==> src/hw/rtl/mpl_pkg.sv <==
package mpl_pkg;

    localparam int SAMPLE_W   = 16;
    localparam int MAX_DIM    = 1024;
    localparam int MAX_KERNEL = 8;
    localparam int DIM_W      = 11;
    localparam int POS_W      = 10;
    localparam int IDX_W      = 11;
    localparam int SUM_W      = 12;
    localparam int KER_W      = 4;
    localparam int SLOT_W     = 3;
    localparam int ADDR_W     = SLOT_W + POS_W;
    localparam int PADDR_W    = 5;
    localparam int PDATA_W    = 32;

    // register indexes on the configuration port
    typedef enum logic [2:0] {
        REG_IN_HEIGHT  = 3'd0,
        REG_IN_WIDTH   = 3'd1,
        REG_KERNEL_H   = 3'd2,
        REG_KERNEL_W   = 3'd3,
        REG_STRIDE_H   = 3'd4,
        REG_STRIDE_W   = 3'd5,
        REG_OUT_HEIGHT = 3'd6,
        REG_OUT_WIDTH  = 3'd7
    } reg_idx_t;

    typedef struct packed {
        logic signed [SAMPLE_W-1:0] sample;
        logic                       last_in_tensor;
    } pix_t;

    typedef struct packed {
        logic signed [SAMPLE_W-1:0] pooled_max;
        logic [POS_W-1:0]           out_row;
        logic [POS_W-1:0]           out_col;
        logic                       last_of_run;
        logic                       plane_done;
        logic                       tensor_done;
    } pool_t;

    // clamped working configuration
    typedef struct packed {
        logic [DIM_W-1:0] ih;
        logic [DIM_W-1:0] iw;
        logic [KER_W-1:0] kh;
        logic [KER_W-1:0] kw;
        logic [KER_W-1:0] sh;
        logic [KER_W-1:0] sw;
        logic [POS_W-1:0] ohm1;
        logic [POS_W-1:0] owm1;
        logic             restart;
    } cfg_t;

    typedef struct packed {
        logic start;
        logic rd;
        logic wr;
        logic flush;
    } cmd_t;

    typedef struct packed {
        logic empty;
        logic loop_last;
        logic emit_hit;
        logic pend_valid;
        logic out_free;
    } stat_t;

endpackage

==> src/hw/rtl/mpl_ctrl.sv <==
module mpl_ctrl (
    input  logic           clk,
    input  logic           rst_n,
    input  logic           pix_valid,
    output logic           pix_ready,
    input  mpl_pkg::stat_t st,
    output mpl_pkg::cmd_t  cmd
);
    import mpl_pkg::*;

    typedef enum logic [1:0] {
        S_IDLE,
        S_RD,
        S_WR,
        S_FLUSH
    } state_t;

    state_t state_reg, state_next;

    // commands to the datapath
    always_comb
    begin
        cmd.start = (state_reg == S_IDLE) && pix_valid;
        cmd.rd    = (state_reg == S_RD);
        cmd.wr    = (state_reg == S_WR) && !(st.emit_hit && st.pend_valid && !st.out_free);
        cmd.flush = (state_reg == S_FLUSH) && st.pend_valid && st.out_free;
    end

    assign pix_ready = (state_reg == S_IDLE);

    // next state
    always_comb
    begin
        state_next = state_reg;
        case (state_reg)
            S_IDLE:
            begin
                if (pix_valid)
                begin
                    state_next = st.empty ? S_FLUSH : S_RD;
                end
            end
            S_RD:
            begin
                state_next = S_WR;
            end
            S_WR:
            begin
                if (cmd.wr)
                begin
                    state_next = st.loop_last ? S_FLUSH : S_RD;
                end
            end
            S_FLUSH:
            begin
                if (!st.pend_valid || st.out_free)
                begin
                    state_next = S_IDLE;
                end
            end
            default:
            begin
                state_next = S_IDLE;
            end
        endcase
    end

    always_ff @(posedge clk or negedge rst_n)
    begin
        if (!rst_n)
        begin
            state_reg <= S_IDLE;
        end
        else
        begin
            state_reg <= state_next;
        end
    end

`ifndef SYNTH
    a_idle_clean: assert property (@(posedge clk) disable iff (!rst_n)
        (state_reg == S_IDLE) |-> !st.pend_valid)
        else $error("pending result left at idle");
    a_start_rd: assert property (@(posedge clk) disable iff (!rst_n)
        cmd.start && !st.empty |=> (state_reg == S_RD))
        else $error("window loop not started");
    a_rd_wr: assert property (@(posedge clk) disable iff (!rst_n)
        cmd.rd |=> (state_reg == S_WR))
        else $error("read not followed by update");
`endif

endmodule

==> config.mk <==
export PLATFORM = sky130hd
export DESIGN_NAME = mpl_ctrl
export DESIGN_NICKNAME = d
export VERILOG_FILES = /design/src/hw/rtl/mpl_pkg.sv /design/src/hw/rtl/mpl_ctrl.sv
export SDC_FILE = /design/constraint.sdc
export NUM_CORES = 1
export LEC_CHECK = 0
export BUFFER_PORTS_ARGS = -buffer_cell sky130_fd_sc_hd__buf_2
export CORE_AREA = 4 4 41 43
export CTS_CLUSTER_DIAMETER = 80
export DETAILED_ROUTE_END_ITERATION = 10
export DIE_AREA = 0 0 45 47
export PLACE_DENSITY = 0.42
export SYNTH_ARGS = -nofsm -noshare
export SYNTH_HDL_FRONTEND = slang
export SYNTH_SLANG_ARGS = --single-unit
==> constraint.sdc <==
create_clock -name clk -period 1.3 [get_ports clk]
set_input_delay 0.26 -clock clk [delete_from_list [all_inputs] [get_ports clk]]
set_output_delay 0.26 -clock clk [all_outputs]
set_load 0.005 [all_outputs]
==> flow_metrics.py, run 1 <==
metrics = {
    "power_and_ir_drop": {
        "p_seq_share_pct": 24.7,
        "powerDensity_nw_per_um2": 2180,
        "vdd_ir_drop_max_mv": 0.616,
        "clock_power_share_pct": 20.5,
        "power.switching_mw": 0.235,
        "cell_internal_pwr_mw": 0.427,
        "p_leak_nw": 0.152,
        "switching_share_pct": 35.5,
        "combPwrFrac_pct": 54.8,
    },
    "timing": {
        "timing.fmax_ghz": 0.756,
        "timing.final.crit_share_pct": 102,
        "finalSetupViolCount": 1,
        "drv_slew": 0,
        "finalSetupTns_ns": -0.0231,
        "worst_slack_ns": -0.0231,
        "finalHoldViolCount": 0,
        "slew_headroom_pct": 77.1,
        "fin_crit_ns": 1.32,
        "holdWs_ns": 0.272,
        "tightestPinTransition_ns": 0.342,
        "finClkSkew_ns": 0.000641,
        "grt_setup_unrepaired": "true",
    },
    "cells_and_area": {
        "nNetsFinal": 48,
        "syn2layout_area_growth_pct": 101,
        "finalInstanceArea_sq_um": 304,
        "fillCellCount": 153,
        "drive_gt1_share_pct": 65.8,
        "antenna_cells": 0,
        "postLayoutCoreUtil_pct": 23.4,
        "largest_reg_flops": 2,
    },
    "routing": {
        "antenna_left": 0,
        "dr_total_vias": 212,
        "first_pass_iters": 2,
        "wire_per_inst_um": 10.1,
        "vias_per_cell": 4.00,
        "totalWireLength_um": 536,
        "drt_iter0_drc": 4,
        "drcViolationCount": 0,
    },
    "synthesis": {
        "yosys-top-cells-count": "nor2_1, a21oi_1, dfrtp_1",
        "synth_area_per_cell_sq_um": 8.41,
        "yosysTopAreaCell": "dfrtp_1",
        "ys_top_cells_by_area": "dfrtp_1, nor2_1, nor2b_4",
        "synth-edff-count": 0,
        "syn-num-nets": 26,
        "yosys_register_bits": 2,
        "yosysSeqAreaShare_pct": 33.1,
        "yosys_warnings": 0,
        "synth.top_cell.area_share_pct": 33.1,
        "synth_most_common_cell": "nor2_1",
        "synth_cell_types": 13,
        "synthCells": 18,
        "ys.flop_type": "dfrtp_1",
        "async_flop_share_pct": 100,
        "synth_area_sq_um": 151,
    },
    "critical_path": {
        "r2r_start": "state_reg[1]",
        "critPathKind": "reg -> out",
        "cp_max_fo": 5,
        "required_ns": 1.04,
        "max_stage_delay_ns": 0.43,
        "path_delay_family": "flip-flops",
        "critical_path_cell_count": 3,
        "r2r-end": "state_reg[1]",
        "worstSetupStartpointType": "flip-flop",
        "r2r_cells": 4,
        "critPathCaptureType": "primary output",
        "critical_path_buf_inv_count": 1,
        "worst-endpoint-arrival_ns": 1.06,
        "crit_chain": "nor2b_4 > a21boi_2 > buf_2",
        "cp_slowest_cell": "dfrtp_2",
        "reg2reg_slack_ns": 0.24,
    },
    "floorplan": {
        "die-area_sq_um": 2120,
        "core_area_sq_um": 1300,
        "initial_utilization_pct": 11.6,
        "io_pins": 13,
        "die_w_um": 45,
        "die_h_um": 47,
        "row_count": 13,
    },
    "cts": {
        "clk_latency_ns": 0.22,
        "clock-sinks": 2,
        "cts_buffer_depth": 2,
        "cts.htree.levels": 1,
        "path_clk_slew_ns": 0.03,
        "cts_root_buf": "clkbuf_4",
        "numCtsBuffers": 3,
        "cts_tree": "built",
    },
    "global_routing": {
        "grt_pass1_vias": 223,
        "grtUsageMet3_pct": 2.68,
        "grt_max_degree": 7,
        "grt_remaining_overflow": 0,
        "grt.busiest_layer": "met2",
        "antenna_found_initial": 0,
        "grtUsageTotal_pct": 6.16,
        "gr-usage-met1_pct": 7.27,
        "grt_use_met2_pct": 7.63,
        "grt_pass1_wl_um": 855,
    },
    "run": {
        "cap_violations": 0,
    },
    "status": {
        "status": "complete, but fails checks",
        "violations": "setup timing",
    },
    "place": {
        "place_area_sq_um": 238,
        "dp_hpwl_um": 374,
        "port_buffers": 12,
        "place.gp.congestion": 0.663,
    },
    "min_path": {
        "holdPathEnd": "state_reg[0]",
        "hold_depth": 2,
        "min_from": "st[2]",
        "hold_path.class": "in -> reg",
    },
}
[how the worst max path moves through the flow]
stage	startpoint	to	slack [ns]
2_1_floorplan	state_reg[1]	cmd[1]	0.28
3_3_place_gp	state_reg[1]	cmd[1]	0.14
3_5_place_dp	state_reg[1]	cmd[1]	0.15
5_1_grt	state_reg[0]	cmd[1]	-0.06
4_1_cts	state_reg[1]	cmd[1]	-0.02
6_report	state_reg[1]	cmd[1]	-0.02
[power by group through the flow]
stage | Combinational, mW | Sequential (mW) | Clock (mW)
CTS | 0.355 | 0.155 | 0.143
global route | 0.410 | 0.168 | 0.141
global placement | 0.272 | 0.160 | 0
finish | 0.363 | 0.164 | 0.136
floorplan | 0.156 | 0.146 | 0
detailed placement | 0.264 | 0.160 | 0
[layer usage]
layer	vias to the layer above	wire length, um
met2	13	196
met3	0	79
met5	-	0
met4	0	0
li1	108	-
met1	91	260
[worst reg2reg max path, cell delays in order (launching register included)]
cell,delay (ns)
dfrtp_2,0.43
buf_4,0.15
buf_4,0.13
nor3_1,0.17
a21oi_1,0.06
[logic make-up after synthesis]
family / Yosys count / share of synthesized area (%)
and+or+nand+nor: 9 / 36.4
buffers and inverters: 1 / 2.48
DFF: 2 / 33.1
AOI/OAI and AO/OA: 6 / 28.1
[repair_timing]
| item | in CTS | in global routing |
|---|---|---|
| hold endpoints to repair | 2 | 0 |
| setup buffers | 3 | 0 |
| hold buffers | 1 | 0 |
| gates resized for setup | 3 | 2 |
| setup endpoints to repair | 3 | 3 |
[metrics by stage]
stage                     setup WS (ns)  power, mW  std cells
after global routing            -0.0557      0.719         53
after floorplan                   0.278      0.302         18
after global placement            0.140      0.432         46
after CTS                       -0.0169      0.654         53
after detailed placement          0.147      0.424         46
final                           -0.0231      0.663         53
[area by class of cell]
cell class	count	area [sq um]	area share [%]
Clock buffer	3	22.5	7.41
Inverter	1	3.75	1.23
Multi-Input combinational cell	15	106	35.0
Sequential cell	2	52.6	17.3
Tap cell	15	18.8	6.17
Timing Repair Buffer	17	100	32.9
[cell usage in the layout (no fill, tap or decap)]
master,count
nor2b_1,1
clkbuf_4,3
a21oi_1,2
a2bb2oi_1,1
nor2b_4,1
inv_1,1
a311oi_1,1
buf_4,4
and2_1,1
dfrtp_2,2
nor2_2,2
and4_1,1
buf_2,12
dlygate4sd3_1,1
nor3_1,1
a21boi_2,1
nor2_1,2
o211ai_1,1
No activity file was read; power rests on OpenSTA's default activity.
==> run 2, diff against run 1 <==
ABC_AREA = 1   (was default)
PLACE_DENSITY = 0.46   (was 0.42)
SKIP_CTS_REPAIR_TIMING = 1   (was default)
==> run 2 against run 1 <==
The flow now finishes without violations. Sequential share of layout area decreased by 1.3 points. Combinational power shrank 15%. Fmax rose by 2.9%. Die area stayed put. Count of clock-buffer cells in the layout did not move. Critical path depth up 1. Wire length shrank 6.3%. Design area up 7.8%. Clock skew about the same. Register-to-register slack improved by 0.08 ns. Synthesized cell count up 78%. Setup slack improved by 0.037 ns. Critical endpoint is now cmd[3]. Largest cell class unchanged.
==> flow_metrics.py, run 2 <==
metrics = {
    "status": {
        "status": "complete, no violations",
    },
    "routing": {
        "dr_total_vias": 230,
        "drcViolationCount": 0,
        "antenna_left": 0,
        "drt_iter0_drc": 2,
        "vias_per_cell": 3.59,
        "totalWireLength_um": 502,
        "first_pass_iters": 2,
        "wire_per_inst_um": 7.84,
    },
    "synthesis": {
        "yosys_register_bits": 2,
        "syn-num-nets": 40,
        "synth_cell_types": 13,
        "yosys_warnings": 0,
        "yosysSeqAreaShare_pct": 25.5,
        "ys_top_cells_by_area": "dfrtp_1, nand2_1, nor2_8",
        "synth.top_cell.area_share_pct": 25.5,
        "async_flop_share_pct": 100,
        "synth_area_sq_um": 196,
        "ys.flop_type": "dfrtp_1",
        "synth-edff-count": 0,
        "synthCells": 32,
        "yosysTopAreaCell": "dfrtp_1",
        "synth_most_common_cell": "nand2_1",
        "yosys-top-cells-count": "nand2_1, nor2_1, inv_1",
        "synth_area_per_cell_sq_um": 6.14,
    },
    "timing": {
        "tightestPinTransition_ns": 0.201,
        "finalHoldViolCount": 0,
        "holdWs_ns": 0.362,
        "finalSetupViolCount": 0,
        "drv_slew": 0,
        "grt_setup_unrepaired": "true",
        "fin_crit_ns": 1.29,
        "slew_headroom_pct": 86.5,
        "finalSetupTns_ns": 0,
        "finClkSkew_ns": 0.000266,
        "timing.final.crit_share_pct": 98.9,
        "timing.fmax_ghz": 0.777,
    },
    "critical_path": {
        "max_stage_delay_ns": 0.45,
        "worstSetupStartpointType": "flip-flop",
        "path_delay_family": "flip-flops",
        "critical_path_buf_inv_count": 2,
        "cp_slowest_cell": "dfrtp_2",
        "critPathCaptureType": "primary output",
        "required_ns": 1.04,
        "cp_max_fo": 6,
        "critPathKind": "reg -> out",
        "crit_chain": "nor2_4 > inv_1 > nor2_1 > buf_2",
        "r2r-end": "state_reg[1]",
        "worst-endpoint-arrival_ns": 1.03,
        "reg2reg_slack_ns": 0.32,
        "r2r_start": "state_reg[0]",
        "r2r_cells": 5,
    },
    "cells_and_area": {
        "finalInstanceArea_sq_um": 328,
        "syn2layout_area_growth_pct": 66.9,
        "final_cell_mix": "buf_2, nand2_1, nor2_1, inv_1",
        "mostFrequentLayoutCell": "buf_2",
        "antenna_cells": 0,
        "drive_gt1_share_pct": 49.0,
        "largest_reg_flops": 2,
        "nNetsFinal": 59,
        "postLayoutCoreUtil_pct": 25.2,
    },
    "floorplan": {
        "core_area_sq_um": 1300,
        "die-area_sq_um": 2120,
        "io_pins": 13,
        "initial_utilization_pct": 15.1,
        "die_w_um": 45,
        "row_count": 13,
        "die_h_um": 47,
    },
    "global_routing": {
        "grt_pass1_vias": 225,
        "grt_remaining_overflow": 0,
        "grt_max_degree": 7,
        "grtUsageTotal_pct": 5.85,
        "antenna_found_initial": 0,
        "grt_pass1_wl_um": 814,
    },
    "power_and_ir_drop": {
        "powerDensity_nw_per_um2": 1900,
        "vdd_ir_drop_max_mv": 0.598,
        "total_power_mw": 0.624,
        "p_leak_nw": 0.185,
    },
    "place": {
        "place_area_sq_um": 275,
        "place.gp.congestion": 0.681,
        "port_buffers": 12,
        "dp_hpwl_um": 413,
    },
    "cts": {
        "clock-sinks": 2,
        "numCtsBuffers": 3,
        "cts_tree": "built",
        "clk_latency_ns": 0.22,
        "cts_buffer_depth": 2,
        "path_clk_slew_ns": 0.03,
        "cts_root_buf": "clkbuf_4",
        "cts.htree.levels": 1,
    },
    "min_path": {
        "hold_path.class": "in -> async",
    },
    "run": {
        "cap_violations": 0,
    },
}
run 2: cell types whose count changed in the layout (fill, tap and decap cells not counted), moves of 2 or more:
cell,change
a21oi_1,-2
buf_4,-3
clkinv_1,+3
inv_1,+3
nand2_1,+10
nor2_1,+3
nor2_2,-2
run 2: cell type report:
type / instances / area (sq um)
fillers: 162 / 973
multi-input cells: 22 / 126
inverters: 8 / 30.0
clock buffers: 3 / 22.5
flip-flops and latches: 2 / 52.6
well taps: 15 / 18.8
repair buffers: 14 / 77.6
run 2: power breakdown:
part	internal [mW]	total, mW	switching, mW
combinational	0.156	0.309	0.153
clock	0.102	0.138	0.0363
sequential	0.102	0.176	0.0740
total	0.361	0.624	0.263
run 2: routing by layer:
metal  GRT usage (%)  share of wire (%)  vias up
li1                -                  -      129
met1            5.91                 41       95
met3           0.766                8.0        0
met5               0                  0        -
met4            10.5                  0        0
met2            7.91                 51        6
run 2: worst reg2reg max path: stages (launching register included):
cell and delay, ns:
dfrtp_2 0.45, nor2_4 0.13, buf_4 0.11, nand2_1 0.04, nand2_1 0.07, a21oi_2 0.05
run 2: how the worst max path moves through the flow:
stage                            start  slack (ns)  cells after the start      to
final                     state_reg[0]        0.01                      4  cmd[3]
after global routing      state_reg[0]       -0.07                      4  cmd[3]
after CTS                 state_reg[1]       -0.06                      4  cmd[3]
after detailed placement  state_reg[1]        0.19                      4  cmd[3]
after global placement    state_reg[1]        0.17                      3  cmd[1]
after floorplan           state_reg[1]        0.30                      3  cmd[3]
run 2: cells by family (layout without fill, tap and decap cells):
logic type	after synthesis	in the layout	synth area share, %
simple gates	20	20	51.0
buf+inv	8	25	15.3
compound gates	2	2	8.28
flops	2	2	25.5
run 2: per-stage QoR:
stage	setup WS [ns]	std cells
final	0.0138	64
after global routing	-0.0702	64
after CTS	-0.0626	62
after detailed placement	0.190	59
after global placement	0.174	59
after floorplan	0.301	32
