**config.mk**
```make
export PLATFORM = sky130hd
export DESIGN_NAME = mpl_cfg
export DESIGN_NICKNAME = d
export VERILOG_FILES = /design/src/hw/rtl/mpl_pkg.sv /design/src/hw/rtl/mpl_cfg.sv
export SDC_FILE = /design/constraint.sdc
export NUM_CORES = 1
export LEC_CHECK = 0
export BUFFER_PORTS_ARGS = -buffer_cell sky130_fd_sc_hd__clkbuf_2
export CAP_MARGIN = 25
export CORE_ASPECT_RATIO = 1.25
export CORE_UTILIZATION = 45
export CTS_BUF_LIST = sky130_fd_sc_hd__clkbuf_2
export DETAILED_ROUTE_END_ITERATION = 8
export PLACE_DENSITY = 0.77
export SLEW_MARGIN = 20
export SYNTH_ARGS = -nofsm -noshare
export SYNTH_HDL_FRONTEND = slang
export SYNTH_SLANG_ARGS = --single-unit
```
**constraint.sdc**
```tcl
create_clock -name clk -period 3.2 [get_ports clk]
set_input_delay 0.32 -clock clk [delete_from_list [all_inputs] [get_ports clk]]
set_output_delay 0.32 -clock clk [all_outputs]
set_load 0.02 [all_outputs]
```
**src/hw/rtl/mpl_pkg.sv**
```systemverilog
package mpl_pkg;

    localparam int SAMPLE_W   = 16;
    localparam int MAX_DIM    = 1024;
    localparam int MAX_KERNEL = 8;
    localparam int DIM_W      = 11;
    localparam int POS_W      = 10;
    localparam int IDX_W      = 11;
    localparam int SUM_W      = 12;
    localparam int KER_W      = 4;
    localparam int SLOT_W     = 3;
    localparam int ADDR_W     = SLOT_W + POS_W;
    localparam int PADDR_W    = 5;
    localparam int PDATA_W    = 32;

    // register indexes on the configuration port
    typedef enum logic [2:0] {
        REG_IN_HEIGHT  = 3'd0,
        REG_IN_WIDTH   = 3'd1,
        REG_KERNEL_H   = 3'd2,
        REG_KERNEL_W   = 3'd3,
        REG_STRIDE_H   = 3'd4,
        REG_STRIDE_W   = 3'd5,
        REG_OUT_HEIGHT = 3'd6,
        REG_OUT_WIDTH  = 3'd7
    } reg_idx_t;

    typedef struct packed {
        logic signed [SAMPLE_W-1:0] sample;
        logic                       last_in_tensor;
    } pix_t;

    typedef struct packed {
        logic signed [SAMPLE_W-1:0] pooled_max;
        logic [POS_W-1:0]           out_row;
        logic [POS_W-1:0]           out_col;
        logic                       last_of_run;
        logic                       plane_done;
        logic                       tensor_done;
    } pool_t;

    // clamped working configuration
    typedef struct packed {
        logic [DIM_W-1:0] ih;
        logic [DIM_W-1:0] iw;
        logic [KER_W-1:0] kh;
        logic [KER_W-1:0] kw;
        logic [KER_W-1:0] sh;
        logic [KER_W-1:0] sw;
        logic [POS_W-1:0] ohm1;
        logic [POS_W-1:0] owm1;
        logic             restart;
    } cfg_t;

    typedef struct packed {
        logic start;
        logic rd;
        logic wr;
        logic flush;
    } cmd_t;

    typedef struct packed {
        logic empty;
        logic loop_last;
        logic emit_hit;
        logic pend_valid;
        logic out_free;
    } stat_t;

endpackage

```
**src/hw/rtl/mpl_cfg.sv**
```systemverilog
module mpl_cfg (
    input  logic                            clk,
    input  logic                            rst_n,
    input  logic                            psel,
    input  logic                            penable,
    input  logic                            pwrite,
    input  logic [mpl_pkg::PADDR_W-1:0]     paddr,
    input  logic [mpl_pkg::PDATA_W-1:0]     pwdata,
    output logic [mpl_pkg::PDATA_W-1:0]     prdata,
    output mpl_pkg::cfg_t                   cfg
);
    import mpl_pkg::*;

    logic [DIM_W-1:0] in_height_reg, in_width_reg, out_height_reg, out_width_reg;
    logic [KER_W-1:0] kernel_h_reg, kernel_w_reg, stride_h_reg, stride_w_reg;
    logic             wr_en;
    reg_idx_t         idx;
    logic [DIM_W-1:0] ohc, owc;

    assign wr_en = psel && penable && pwrite;
    assign idx   = reg_idx_t'(paddr[PADDR_W-1:2]);

    // register file
    always_ff @(posedge clk or negedge rst_n)
    begin
        if (!rst_n)
        begin
            in_height_reg  <= DIM_W'(1);
            in_width_reg   <= DIM_W'(1);
            kernel_h_reg   <= KER_W'(2);
            kernel_w_reg   <= KER_W'(2);
            stride_h_reg   <= KER_W'(2);
            stride_w_reg   <= KER_W'(2);
            out_height_reg <= DIM_W'(1);
            out_width_reg  <= DIM_W'(1);
        end
        else if (wr_en)
        begin
            case (idx)
                REG_IN_HEIGHT:  in_height_reg  <= pwdata[DIM_W-1:0];
                REG_IN_WIDTH:   in_width_reg   <= pwdata[DIM_W-1:0];
                REG_KERNEL_H:   kernel_h_reg   <= pwdata[KER_W-1:0];
                REG_KERNEL_W:   kernel_w_reg   <= pwdata[KER_W-1:0];
                REG_STRIDE_H:   stride_h_reg   <= pwdata[KER_W-1:0];
                REG_STRIDE_W:   stride_w_reg   <= pwdata[KER_W-1:0];
                REG_OUT_HEIGHT: out_height_reg <= pwdata[DIM_W-1:0];
                REG_OUT_WIDTH:  out_width_reg  <= pwdata[DIM_W-1:0];
                default:        in_height_reg  <= in_height_reg;
            endcase
        end
    end

    // read back
    always_comb
    begin
        prdata = '0;
        case (idx)
            REG_IN_HEIGHT:  prdata = PDATA_W'(in_height_reg);
            REG_IN_WIDTH:   prdata = PDATA_W'(in_width_reg);
            REG_KERNEL_H:   prdata = PDATA_W'(kernel_h_reg);
            REG_KERNEL_W:   prdata = PDATA_W'(kernel_w_reg);
            REG_STRIDE_H:   prdata = PDATA_W'(stride_h_reg);
            REG_STRIDE_W:   prdata = PDATA_W'(stride_w_reg);
            REG_OUT_HEIGHT: prdata = PDATA_W'(out_height_reg);
            REG_OUT_WIDTH:  prdata = PDATA_W'(out_width_reg);
            default:        prdata = '0;
        endcase
    end

    // clamp to legal working values
    always_comb
    begin
        cfg.ih = (in_height_reg == '0) ? DIM_W'(1) :
                 (in_height_reg > DIM_W'(MAX_DIM)) ? DIM_W'(MAX_DIM) : in_height_reg;
        cfg.iw = (in_width_reg == '0) ? DIM_W'(1) :
                 (in_width_reg > DIM_W'(MAX_DIM)) ? DIM_W'(MAX_DIM) : in_width_reg;
        cfg.kh = (kernel_h_reg == '0) ? KER_W'(1) :
                 (kernel_h_reg > KER_W'(MAX_KERNEL)) ? KER_W'(MAX_KERNEL) : kernel_h_reg;
        cfg.kw = (kernel_w_reg == '0) ? KER_W'(1) :
                 (kernel_w_reg > KER_W'(MAX_KERNEL)) ? KER_W'(MAX_KERNEL) : kernel_w_reg;
        cfg.sh = (stride_h_reg == '0) ? KER_W'(1) : stride_h_reg;
        cfg.sw = (stride_w_reg == '0) ? KER_W'(1) : stride_w_reg;
        ohc = (out_height_reg == '0) ? DIM_W'(1) :
              (out_height_reg > DIM_W'(MAX_DIM)) ? DIM_W'(MAX_DIM) : out_height_reg;
        owc = (out_width_reg == '0) ? DIM_W'(1) :
              (out_width_reg > DIM_W'(MAX_DIM)) ? DIM_W'(MAX_DIM) : out_width_reg;
        cfg.ohm1    = POS_W'(ohc - DIM_W'(1));
        cfg.owm1    = POS_W'(owc - DIM_W'(1));
        cfg.restart = wr_en;
    end

endmodule

```
==> results of run 1 <==
==> cell type report <==
type / count / area [µm²] / share of cell area
multi-input cells: 268 / 2034 / 0.4670
inverters: 6 / 22.52 / 0.005169
clock inverters: 5 / 30.03 / 0.006893
flip-flops and latches: 60 / 1520 / 0.3489
repair buffers: 106 / 580.6 / 0.1333
well taps: 95 / 118.9 / 0.02728
clock buffers: 10 / 50.05 / 0.01149
==> metal layers <==
| layer | share of wire | vias to the layer above | global-route usage |
|---|---|---|---|
| met5 | 0 | - | 0 |
| met4 | 0.015 | 0 | 0.09322 |
| met3 | 0.069 | 14 | 0.04841 |
| met2 | 0.51 | 153 | 0.3531 |
| met1 | 0.41 | 1554 | 0.2680 |
| li1 | - | 1430 | - |
==> cells in the final DEF (no fill, tap or decap), types with 3 or more instances in the layout <==
cell	Yosys	final
a21oi_1	9	9
a31oi_1	3	3
buf_4	22	18
clkbuf_2	0	96
clkinv_2	0	3
conb_1	1	21
dfrtp_1	52	45
dfrtp_2	0	7
dfstp_2	8	8
inv_1	5	5
mux2_2	64	64
mux2i_1	17	17
nand2_1	10	10
nand2b_1	5	5
nand3_1	3	3
nand3b_1	3	3
nor2_1	32	30
nor2b_1	25	25
nor3_1	10	9
nor4_1	3	3
o21ai_0	9	9
o22ai_1	8	8
o31ai_1	3	3
or2_1	4	4
or4_4	2	3
==> what timing repair did <==
item | CTS | global route
hold buffers | 1 | 0
endpoints found under the setup margin | 4 | 6
pin swaps | 0 | 1
setup buffers | 0 | 10
endpoints found under the hold margin | 23 | 0
gates resized for setup | 7 | 11
==> worst max-delay path, delay by kind of cell, from the launching register on <==
| kind | cells | cell delay [ns] |
|---|---|---|
| AO/OA/AOI/OAI | 3 | 0.26 |
| adder cells (fa/ha/maj) | 1 | 0.21 |
| buffers and inverters | 1 | 0.18 |
| flip-flops | 1 | 0.45 |
| AND/OR/NAND/NOR | 4 | 1.11 |
==> per-stage QoR <==
step                worst slack (ns)  utilization  hold slack [ns]
global route               -0.006307       0.5496          0.08313
detailed placement            0.3839       0.5230           0.4349
finish                        0.2135       0.5496           0.1435
floorplan                     0.2341            -          0.02441
CTS                          0.01261       0.5366           0.1078
global placement              0.4279       0.5230           0.4168
==> logic make-up after synthesis <==
kind of cell	count (synthesis)
simple gates	112
other cells	1
fa+ha+maj	2
mux	83
xor+xnor	2
flops	60
buf+inv	57
compound gates	48
==> where the power goes <==
group | total, W | internal [W] | switching, W
sequential | 0.00116 | 0.000923 | 0.000233
clock | 0.000373 | 0.0000968 | 0.000276
combinational | 0.00126 | 0.000551 | 0.000713
total | 0.00279 | 0.00157 | 0.00122
==> worst paths after layout <==
| check | end | slack (ns) | depth (start not counted) |
|---|---|---|---|
| min | in_height_reg[5] | 0.14 | 2 |
| min reg2reg | stride_w_reg[0] | 0.55 | 1 |
| max | cfg[7] | 0.21 | 9 |
| max in group asynchronous | out_width_reg[5] | 1.84 | 3 |
| min in group asynchronous | kernel_w_reg[2] | 0.45 | 2 |
| max reg2reg | out_height_reg[5] | 2.11 | 3 |
==> flow_summary.toml, run 1 <==
[routing]
num_vias = 3151
drtPass1Iterations = 4
detail-route-antenna-nets = 0
drc = 0
via_per_inst = 5.729
wirelength_um = 9470
drt-initial-drc-count = 205
wire_per_inst_um = 17.22

[clock_network]
cts_sinks = 60
htree_levels = 3
clkLatencyLatePin_ns = 0.46
root_buffer = "clkbuf_2"
clock_path_buffers = 2
clkTransAtPathRegs_ns = 0.16
cts_tree = "yes"
numCtsBuffers = 9

[global_routing]
grt.total_usage = 0.2141
grt-ovfl-total = 0
grt_pass1_vias = 2907
grt_first_pass_wirelength_um = 14690
antenna_found_initial = 0
grt_max_degree = 33

[outcome]
status = "complete, no violations"

[sta]
max_slew_margin = 0.4637
clock.fmax_mhz = 334.8
worst-slew-pin-transition_ns = 0.8044
clock_skew_ns = 0
fin_setup_tns_ns = 0
slew_violations = 0
fin_crit_sh = 0.9333
setup_viol = 0
hold_viol = 0
min_period_ns = 2.987

[setup_path]
crit_required_ns = 2.88
worstSetupStartpointType = "flip-flop"
r2r_start = "out_height_reg[5]"
cp_cell_sequence = "or4_4, nor3_4, a21oi_1, or2_1, ha_4, nor2_4, a21oi_1, o21ai_0, buf_2"
crit_path_max_incr_delay_ns = 0.60
slowest_stage = "or4_4"
path_common_cell = "a21oi_1"
cp-startpoint = "out_width_reg[5]"
crit_arrival_ns = 2.67
critical_path_class = "reg -> out"
critPathMaxFanout = 8
critPathCaptureType = "output port"

[yosys]
synth_fa_ha_area_frac = 0.006673
synth_top_area_cell = "dfrtp_1"
ys_seq_elements = 60
syn_area_per_cell_um2 = 10.27
yosys_warnings = 0
synth_top_family_by_area = "multiplexers"
synth-edff-count = 0
seq_area_frac_synth = 0.4031
ys.flop_type = "dfrtp_1"
syn_inst = 365
yosys.area_share.simple = 0.1665
synth_compound_area_frac = 0.08509
post_synth_num_cell_types = 48
syn_area_mm2 = 0.003750
synthMuxAreaShare = 0.2496
netlist.area_leader.share = 0.3470
synthTopCellsByArea = "dfrtp_1 35%, mux2_2 19%, dfstp_2 5.6%, mux2i_1 4.5%, buf_4 4.4%"
synth_xor_area_frac = 0.004671
async_flop_share = 1.000
yosysMostFrequentCell = "mux2_2"
synthTopCellsByCount = "64 x mux2_2, 52 x dfrtp_1, 32 x nor2_1"

[layout]
fin_nets = 495
fillCellCount = 718
area_growth_pct = 16.18
fin_area_mm2 = 0.004357
layout-drive-gt1-share = 0.4769
final_cell_count_no_fill = 550
diodes = 0

[floorplanning]
die_w_um = 83.65
start_util = 0.4730
core-area_mm2 = 0.007928
num_rows = 36
ios = 133
die-height_um = 104.1
die_area_mm2 = 0.008704

[run]
maxCapViolCount = 0

[placement]
dp_hpwl_um = 6846
postPlaceCellArea_mm2 = 0.004146
placedCellCount = 524
place.gp.congestion = 0.9153
io_buffers = 88

[worst_hold_path]
hold_path.class = "in -> reg"
hp-start = "pwdata[5]"

[power_and_ir_drop]
ir_worst_vdd_mv = 0.3190
finalPower_w = 0.002793
power_density_mw_per_mm2 = 641.1
leakage_nw = 2.085
No activity file was read; power rests on OpenSTA's default activity.
==> run 2, diff against run 1 <==
--- a/config.mk
+++ b/config.mk
@@ -11,7 +11,7 @@
 export CORE_UTILIZATION = 45
 export CTS_BUF_LIST = sky130_fd_sc_hd__clkbuf_2
 export DETAILED_ROUTE_END_ITERATION = 8
-export PLACE_DENSITY = 0.77
+export PLACE_DENSITY = 0.72
 export SLEW_MARGIN = 20
 export SYNTH_ARGS = -nofsm -noshare
 export SYNTH_HDL_FRONTEND = slang
==> run 2 against run 1 <==
Maximum frequency decreased by 1.9%. Cell count fell by 0.18%. Critical path depth unchanged. Via count decreased by 4.3%. Sequential power about the same. Clock power is 44% higher. Critical endpoint is now cfg[19]. Largest power group unchanged.
==> flow_summary.toml, run 2 (synthesized netlist as in run 1, its figures left out) <==
[clock_network]
numCtsBuffers = 9
clkLatencyLatePin_ns = 0.48
clkTransAtPathRegs_ns = 0.16
root_buffer = "clkbuf_2"
cts_sinks = 60
htree_levels = 3
cts_tree = "yes"
clock_path_buffers = 2

[global_routing]
grt_first_pass_wirelength_um = 14670
grt_max_degree = 44
met3_usage = 0.04048
grt.busiest_layer = "met2"
grt_pass1_vias = 2895
grtUsageMet1 = 0.2633
grt.total_usage = 0.2145
use_met2 = 0.3722
antenna_found_initial = 0
grt-ovfl-total = 0

[layout]
multi_input_area_mm2 = 0.002034
diodes = 0
fillCellCount = 706
final_core_util = 0.5530
fin_area_mm2 = 0.004384
final_common_cell = "clkbuf_2"
mostFrequentLayoutCells = "95 x clkbuf_2, 64 x mux2_2, 49 x dfrtp_1"
layout-drive-gt1-share = 0.4626
fin_nets = 493
area_growth_pct = 16.92
regArea_mm2 = 0.001515
final_cell_count_no_fill = 549

[setup_path]
slowest_stage = "or4_4"
worstSetupStartpointType = "flip-flop"
crit_buf_inv = 1
crit_family = "simple AND/OR/NAND/NOR gates"
crit_arrival_ns = 2.72
cp_cell_sequence = "or4_4, nor2_2, a21oi_1, or2_1, ha_2, nand3b_1, o41ai_1, o211ai_1, buf_2"
critPathMaxFanout = 8
critical_path_class = "reg -> out"
critPathCaptureType = "output port"
crit_required_ns = 2.88
crit_path_max_incr_delay_ns = 0.58

[floorplanning]
start_util = 0.4730
die_area_mm2 = 0.008704
core-area_mm2 = 0.007928
die_w_um = 83.65
die-height_um = 104.1
ios = 133
num_rows = 36

[power_and_ir_drop]
leakage_nw = 2.103
power_density_mw_per_mm2 = 670.9
ir_worst_vdd_mv = 0.3226
finalPower_w = 0.002941

[run]
maxCapViolCount = 0

[sta]
worst-slew-pin-transition_ns = 0.5357
hold_viol = 0
clock_skew_ns = 0
setup_viol = 0
clock.fmax_mhz = 328.4
max_slew_margin = 0.6428
slew_violations = 0
setup_slack_ns = 0.1552
min_period_ns = 3.045
fin_crit_sh = 0.9515

[placement]
placedCellCount = 525
pre_cts_ws_ns = 0.3700
io_buffers = 88
place.gp.congestion = 0.8990
dp_hpwl_um = 6946
postPlaceCellArea_mm2 = 0.004154

[routing]
drt-initial-drc-count = 237
wirelength_um = 9316
detail-route-antenna-nets = 0
wire_per_inst_um = 16.97
drtPass1Iterations = 4
drc = 0
via_per_inst = 5.495
num_vias = 3017

[worst_hold_path]
hold_path.class = "in -> reg"

[outcome]
status = "complete, no violations"
run 2: cell count changes in the layout (fill, tap and decap cells not counted):
cell and delta:
clkinv_1 +2, buf_2 +2, clkbuf_2 -1, clkinvlp_4 -1
dfrtp_1 +4, bufinv_16 +2, buf_4 -3, clkinv_2 -2
dfrtp_2 -4
run 2: path summary, 6_finish.rpt:
check | startpoint | end | slack, ns | depth (start not counted)
max | out_height_reg[5] | cfg[19] | 0.16 | 9
min | pwdata[5] | out_height_reg[5] | 0.13 | 2
max reg2reg | in_height_reg[10] | in_height_reg[10] | 2.18 | 1
min reg2reg | stride_w_reg[0] | stride_w_reg[0] | 0.57 | 1
max in group asynchronous | rst_n | out_height_reg[5] | 1.99 | 3
min in group asynchronous | rst_n | stride_h_reg[0] | 0.27 | 2
run 2: metal layers:
| layer | vias up | part of all wire |
|---|---|---|
| met5 | - | 0 |
| li1 | 1429 | - |
| met3 | 12 | 0.043 |
| met2 | 110 | 0.53 |
| met4 | 0 | 0.013 |
| met1 | 1466 | 0.42 |
run 2: layout make-up:
class / count / area share
Multi-Input combinational cell: 268 / 0.4640
Tap cell: 95 / 0.02711
Clock inverter: 6 / 0.01826
Timing Repair Buffer: 104 / 0.1284
Sequential cell: 60 / 0.3456
Clock buffer: 10 / 0.01142
Inverter: 6 / 0.005137
run 2: through the flow:
step           setup TNS (ns)  hold slack (ns)
6_report                    0           0.1295
4_1_cts                     0           0.1187
3_3_place_gp                0           0.2800
5_1_grt              -0.08114          0.09079
2_1_floorplan               0          0.02441
3_5_place_dp                0           0.2809
run 2: power by group:
group | switching, W | internal [W] | leakage (nW) | total (W)
Sequential | 0.000236 | 0.000921 | 0.744 | 0.00116
Clock | 0.000281 | 0.000256 | 0.0770 | 0.000537
Combinational | 0.000702 | 0.000545 | 1.28 | 0.00125
run 2: timing repair:
item / CTS / global route
hold buffers: 1 / 0
resized for setup: 4 / 10
pin swaps: 0 / 1
buffers inserted: 0 / 7
setup endpoints to repair: 3 / 6
endpoints found under the hold margin: 13 / 0
==> run 3, diff against run 2 <==
--- a/config.mk
+++ b/config.mk
@@ -7,11 +7,14 @@
 export LEC_CHECK = 0
 export BUFFER_PORTS_ARGS = -buffer_cell sky130_fd_sc_hd__clkbuf_2
 export CAP_MARGIN = 25
+export CELL_PAD_IN_SITES_DETAIL_PLACEMENT = 1
+export CELL_PAD_IN_SITES_GLOBAL_PLACEMENT = 1
 export CORE_ASPECT_RATIO = 1.25
-export CORE_UTILIZATION = 45
+export CORE_UTILIZATION = 39
 export CTS_BUF_LIST = sky130_fd_sc_hd__clkbuf_2
 export DETAILED_ROUTE_END_ITERATION = 8
-export PLACE_DENSITY = 0.72
+export PLACE_DENSITY = 0.82
+export SETUP_SLACK_MARGIN = 0.1
 export SLEW_MARGIN = 20
 export SYNTH_ARGS = -nofsm -noshare
 export SYNTH_HDL_FRONTEND = slang
==> run 3 against run 2 <==
Via count rose by 4.0%. Design area rose by 2.0%. Sequential share of layout area shrank 0.53 points. Hold slack better by 0.024 ns. First-iteration DRC count fell by 63%. Core utilization fell by 6.8 points. Cell count grew 6.4%. Die area grew 15%. Critical path type unchanged. Largest power group unchanged.
==> flow_summary.toml, run 3 (synthesized netlist as in run 1, its figures left out) <==
[outcome]
status = "complete, no violations"

[layout]
mostFrequentLayoutCells = "97 x clkbuf_2, 64 x mux2_2, 44 x dfrtp_1"
fillCellCount = 1074
layout-drive-gt1-share = 0.4924
fin_nets = 500
area_growth_pct = 19.22
final_cell_count_no_fill = 584
diodes = 0
final_common_cell = "clkbuf_2"

[sta]
hold_viol = 0
rsz0062_at_grt = "true"
slew_violations = 0
clock_skew_ns = 0
clock.fmax_mhz = 325.6
min_period_ns = 3.071
worst-slew-pin-transition_ns = 0.5145
max_slew_margin = 0.6538
fin_crit_sh = 0.9597
setup_viol = 0

[setup_path]
cp-startpoint = "out_width_reg[2]"
crit_required_ns = 2.88
crit_arrival_ns = 2.75
reg2reg_depth = 1
critPathMaxFanout = 8
worstSetupStartpointType = "flip-flop"
rrSetupSlack_ns = 2.17
r2r_start = "in_width_reg[10]"
r2r-end = "in_width_reg[10]"
critical_path_class = "reg -> out"
crit_path_end = "cfg[7]"
critPathCaptureType = "output port"

[worst_hold_path]
hold_path.class = "in -> reg"

[placement]
placedCellCount = 553
place.gp.congestion = 0.8285
io_buffers = 88
dp_hpwl_um = 7855

[floorplanning]
num_rows = 39
die-height_um = 111.6
core-area_mm2 = 0.009223
die_area_mm2 = 0.01001
die_w_um = 89.71
start_util = 0.4066
ios = 133

[routing]
wire_per_inst_um = 18.35
num_vias = 3138
drt-initial-drc-count = 87
via_per_inst = 5.373
drc = 0
drtPass1Iterations = 4
wirelength_um = 10720
detail-route-antenna-nets = 0

[global_routing]
grt_first_pass_wirelength_um = 16950
grt_pass1_vias = 3194
grt.total_usage = 0.2175
antenna_found_initial = 0
grt-ovfl-total = 0
grt_max_degree = 39

[power_and_ir_drop]
leakage_nw = 2.132
power_density_mw_per_mm2 = 644.4
finalPower_w = 0.002881
ir_worst_vdd_mv = 0.2814

[clock_network]
root_buffer = "clkbuf_2"
numCtsBuffers = 9
cts_sinks = 60
cts_tree = "yes"
clkLatencyLatePin_ns = 0.46
clkTransAtPathRegs_ns = 0.15
htree_levels = 3
clock_path_buffers = 2

[run]
maxCapViolCount = 0
-- run 3: where the power goes --
part           total (W)  internal, W  switching [W]  leakage, nW
Clock           0.000374     0.000111       0.000263       0.0634
Combinational    0.00136     0.000589       0.000769         1.33
Sequential       0.00115     0.000923       0.000226        0.738
-- run 3: layout make-up --
cell class | instances | area (µm²) | area share
Multi-Input combinational cell | 268 | 2054 | 0.4596
Sequential cell | 60 | 1521 | 0.3403
Timing Repair Buffer | 111 | 639.4 | 0.1430
Tap cell | 123 | 153.9 | 0.03442
Clock buffer | 13 | 65.06 | 0.01455
Inverter | 6 | 22.52 | 0.005038
Clock inverter | 3 | 13.76 | 0.003079
-- run 3: per-stage QoR --
stage | TNS, ns | hold slack, ns | utilization | area (µm²) | setup slack (ns)
after floorplan | 0 | 0.02441 | - | 3825 | 0.2341
after global placement | 0 | 0.4911 | 0.4542 | 4189 | 0.4084
after detailed placement | 0 | 0.5100 | 0.4542 | 4189 | 0.3316
after CTS | 0 | 0.1066 | 0.4716 | 4349 | 0.1092
after global routing | -0.08244 | 0.1010 | 0.4847 | 4471 | -0.04917
final | 0 | 0.1537 | 0.4847 | 4471 | 0.1290
-- run 3: worst max-delay path: stages (launching register included) --
cell     delay (ns)
dfrtp_2        0.45
or4_4          0.56
nor3_4         0.24
a21oi_2        0.10
or2_4          0.27
ha_4           0.20
nor2_4         0.12
a21oi_2        0.05
o21ai_1        0.14
buf_4          0.16
-- run 3: worst min-delay path by stage --
stage,startpoint,endpoint,depth (start not counted)
3_5_place_dp,rst_n,out_width_reg[1],1
5_1_grt,pwdata[8],in_height_reg[8],2
4_1_cts,pwdata[8],in_height_reg[8],2
3_3_place_gp,rst_n,stride_w_reg[2],1
6_report,pwdata[8],in_height_reg[8],2
2_1_floorplan,rst_n,in_height_reg[10],0
-- run 3: timing repair --
action	in CTS	in global routing
hold buffers	1	0
pin swaps	1	7
endpoints found under the hold margin	31	0
buffers inserted	5	8
endpoints found under the setup margin	7	6
resized for setup	14	17
-- run 3: metal layers --
layer | share of wire | vias to the layer above | wire [µm] | global-route usage
met5 | 0 | - | 0 | 0
met4 | 0.034 | 0 | 364 | 0.08197
met3 | 0.044 | 27 | 467 | 0.04098
met2 | 0.51 | 106 | 5467 | 0.3923
met1 | 0.41 | 1567 | 4417 | 0.2550
li1 | - | 1438 | - | -
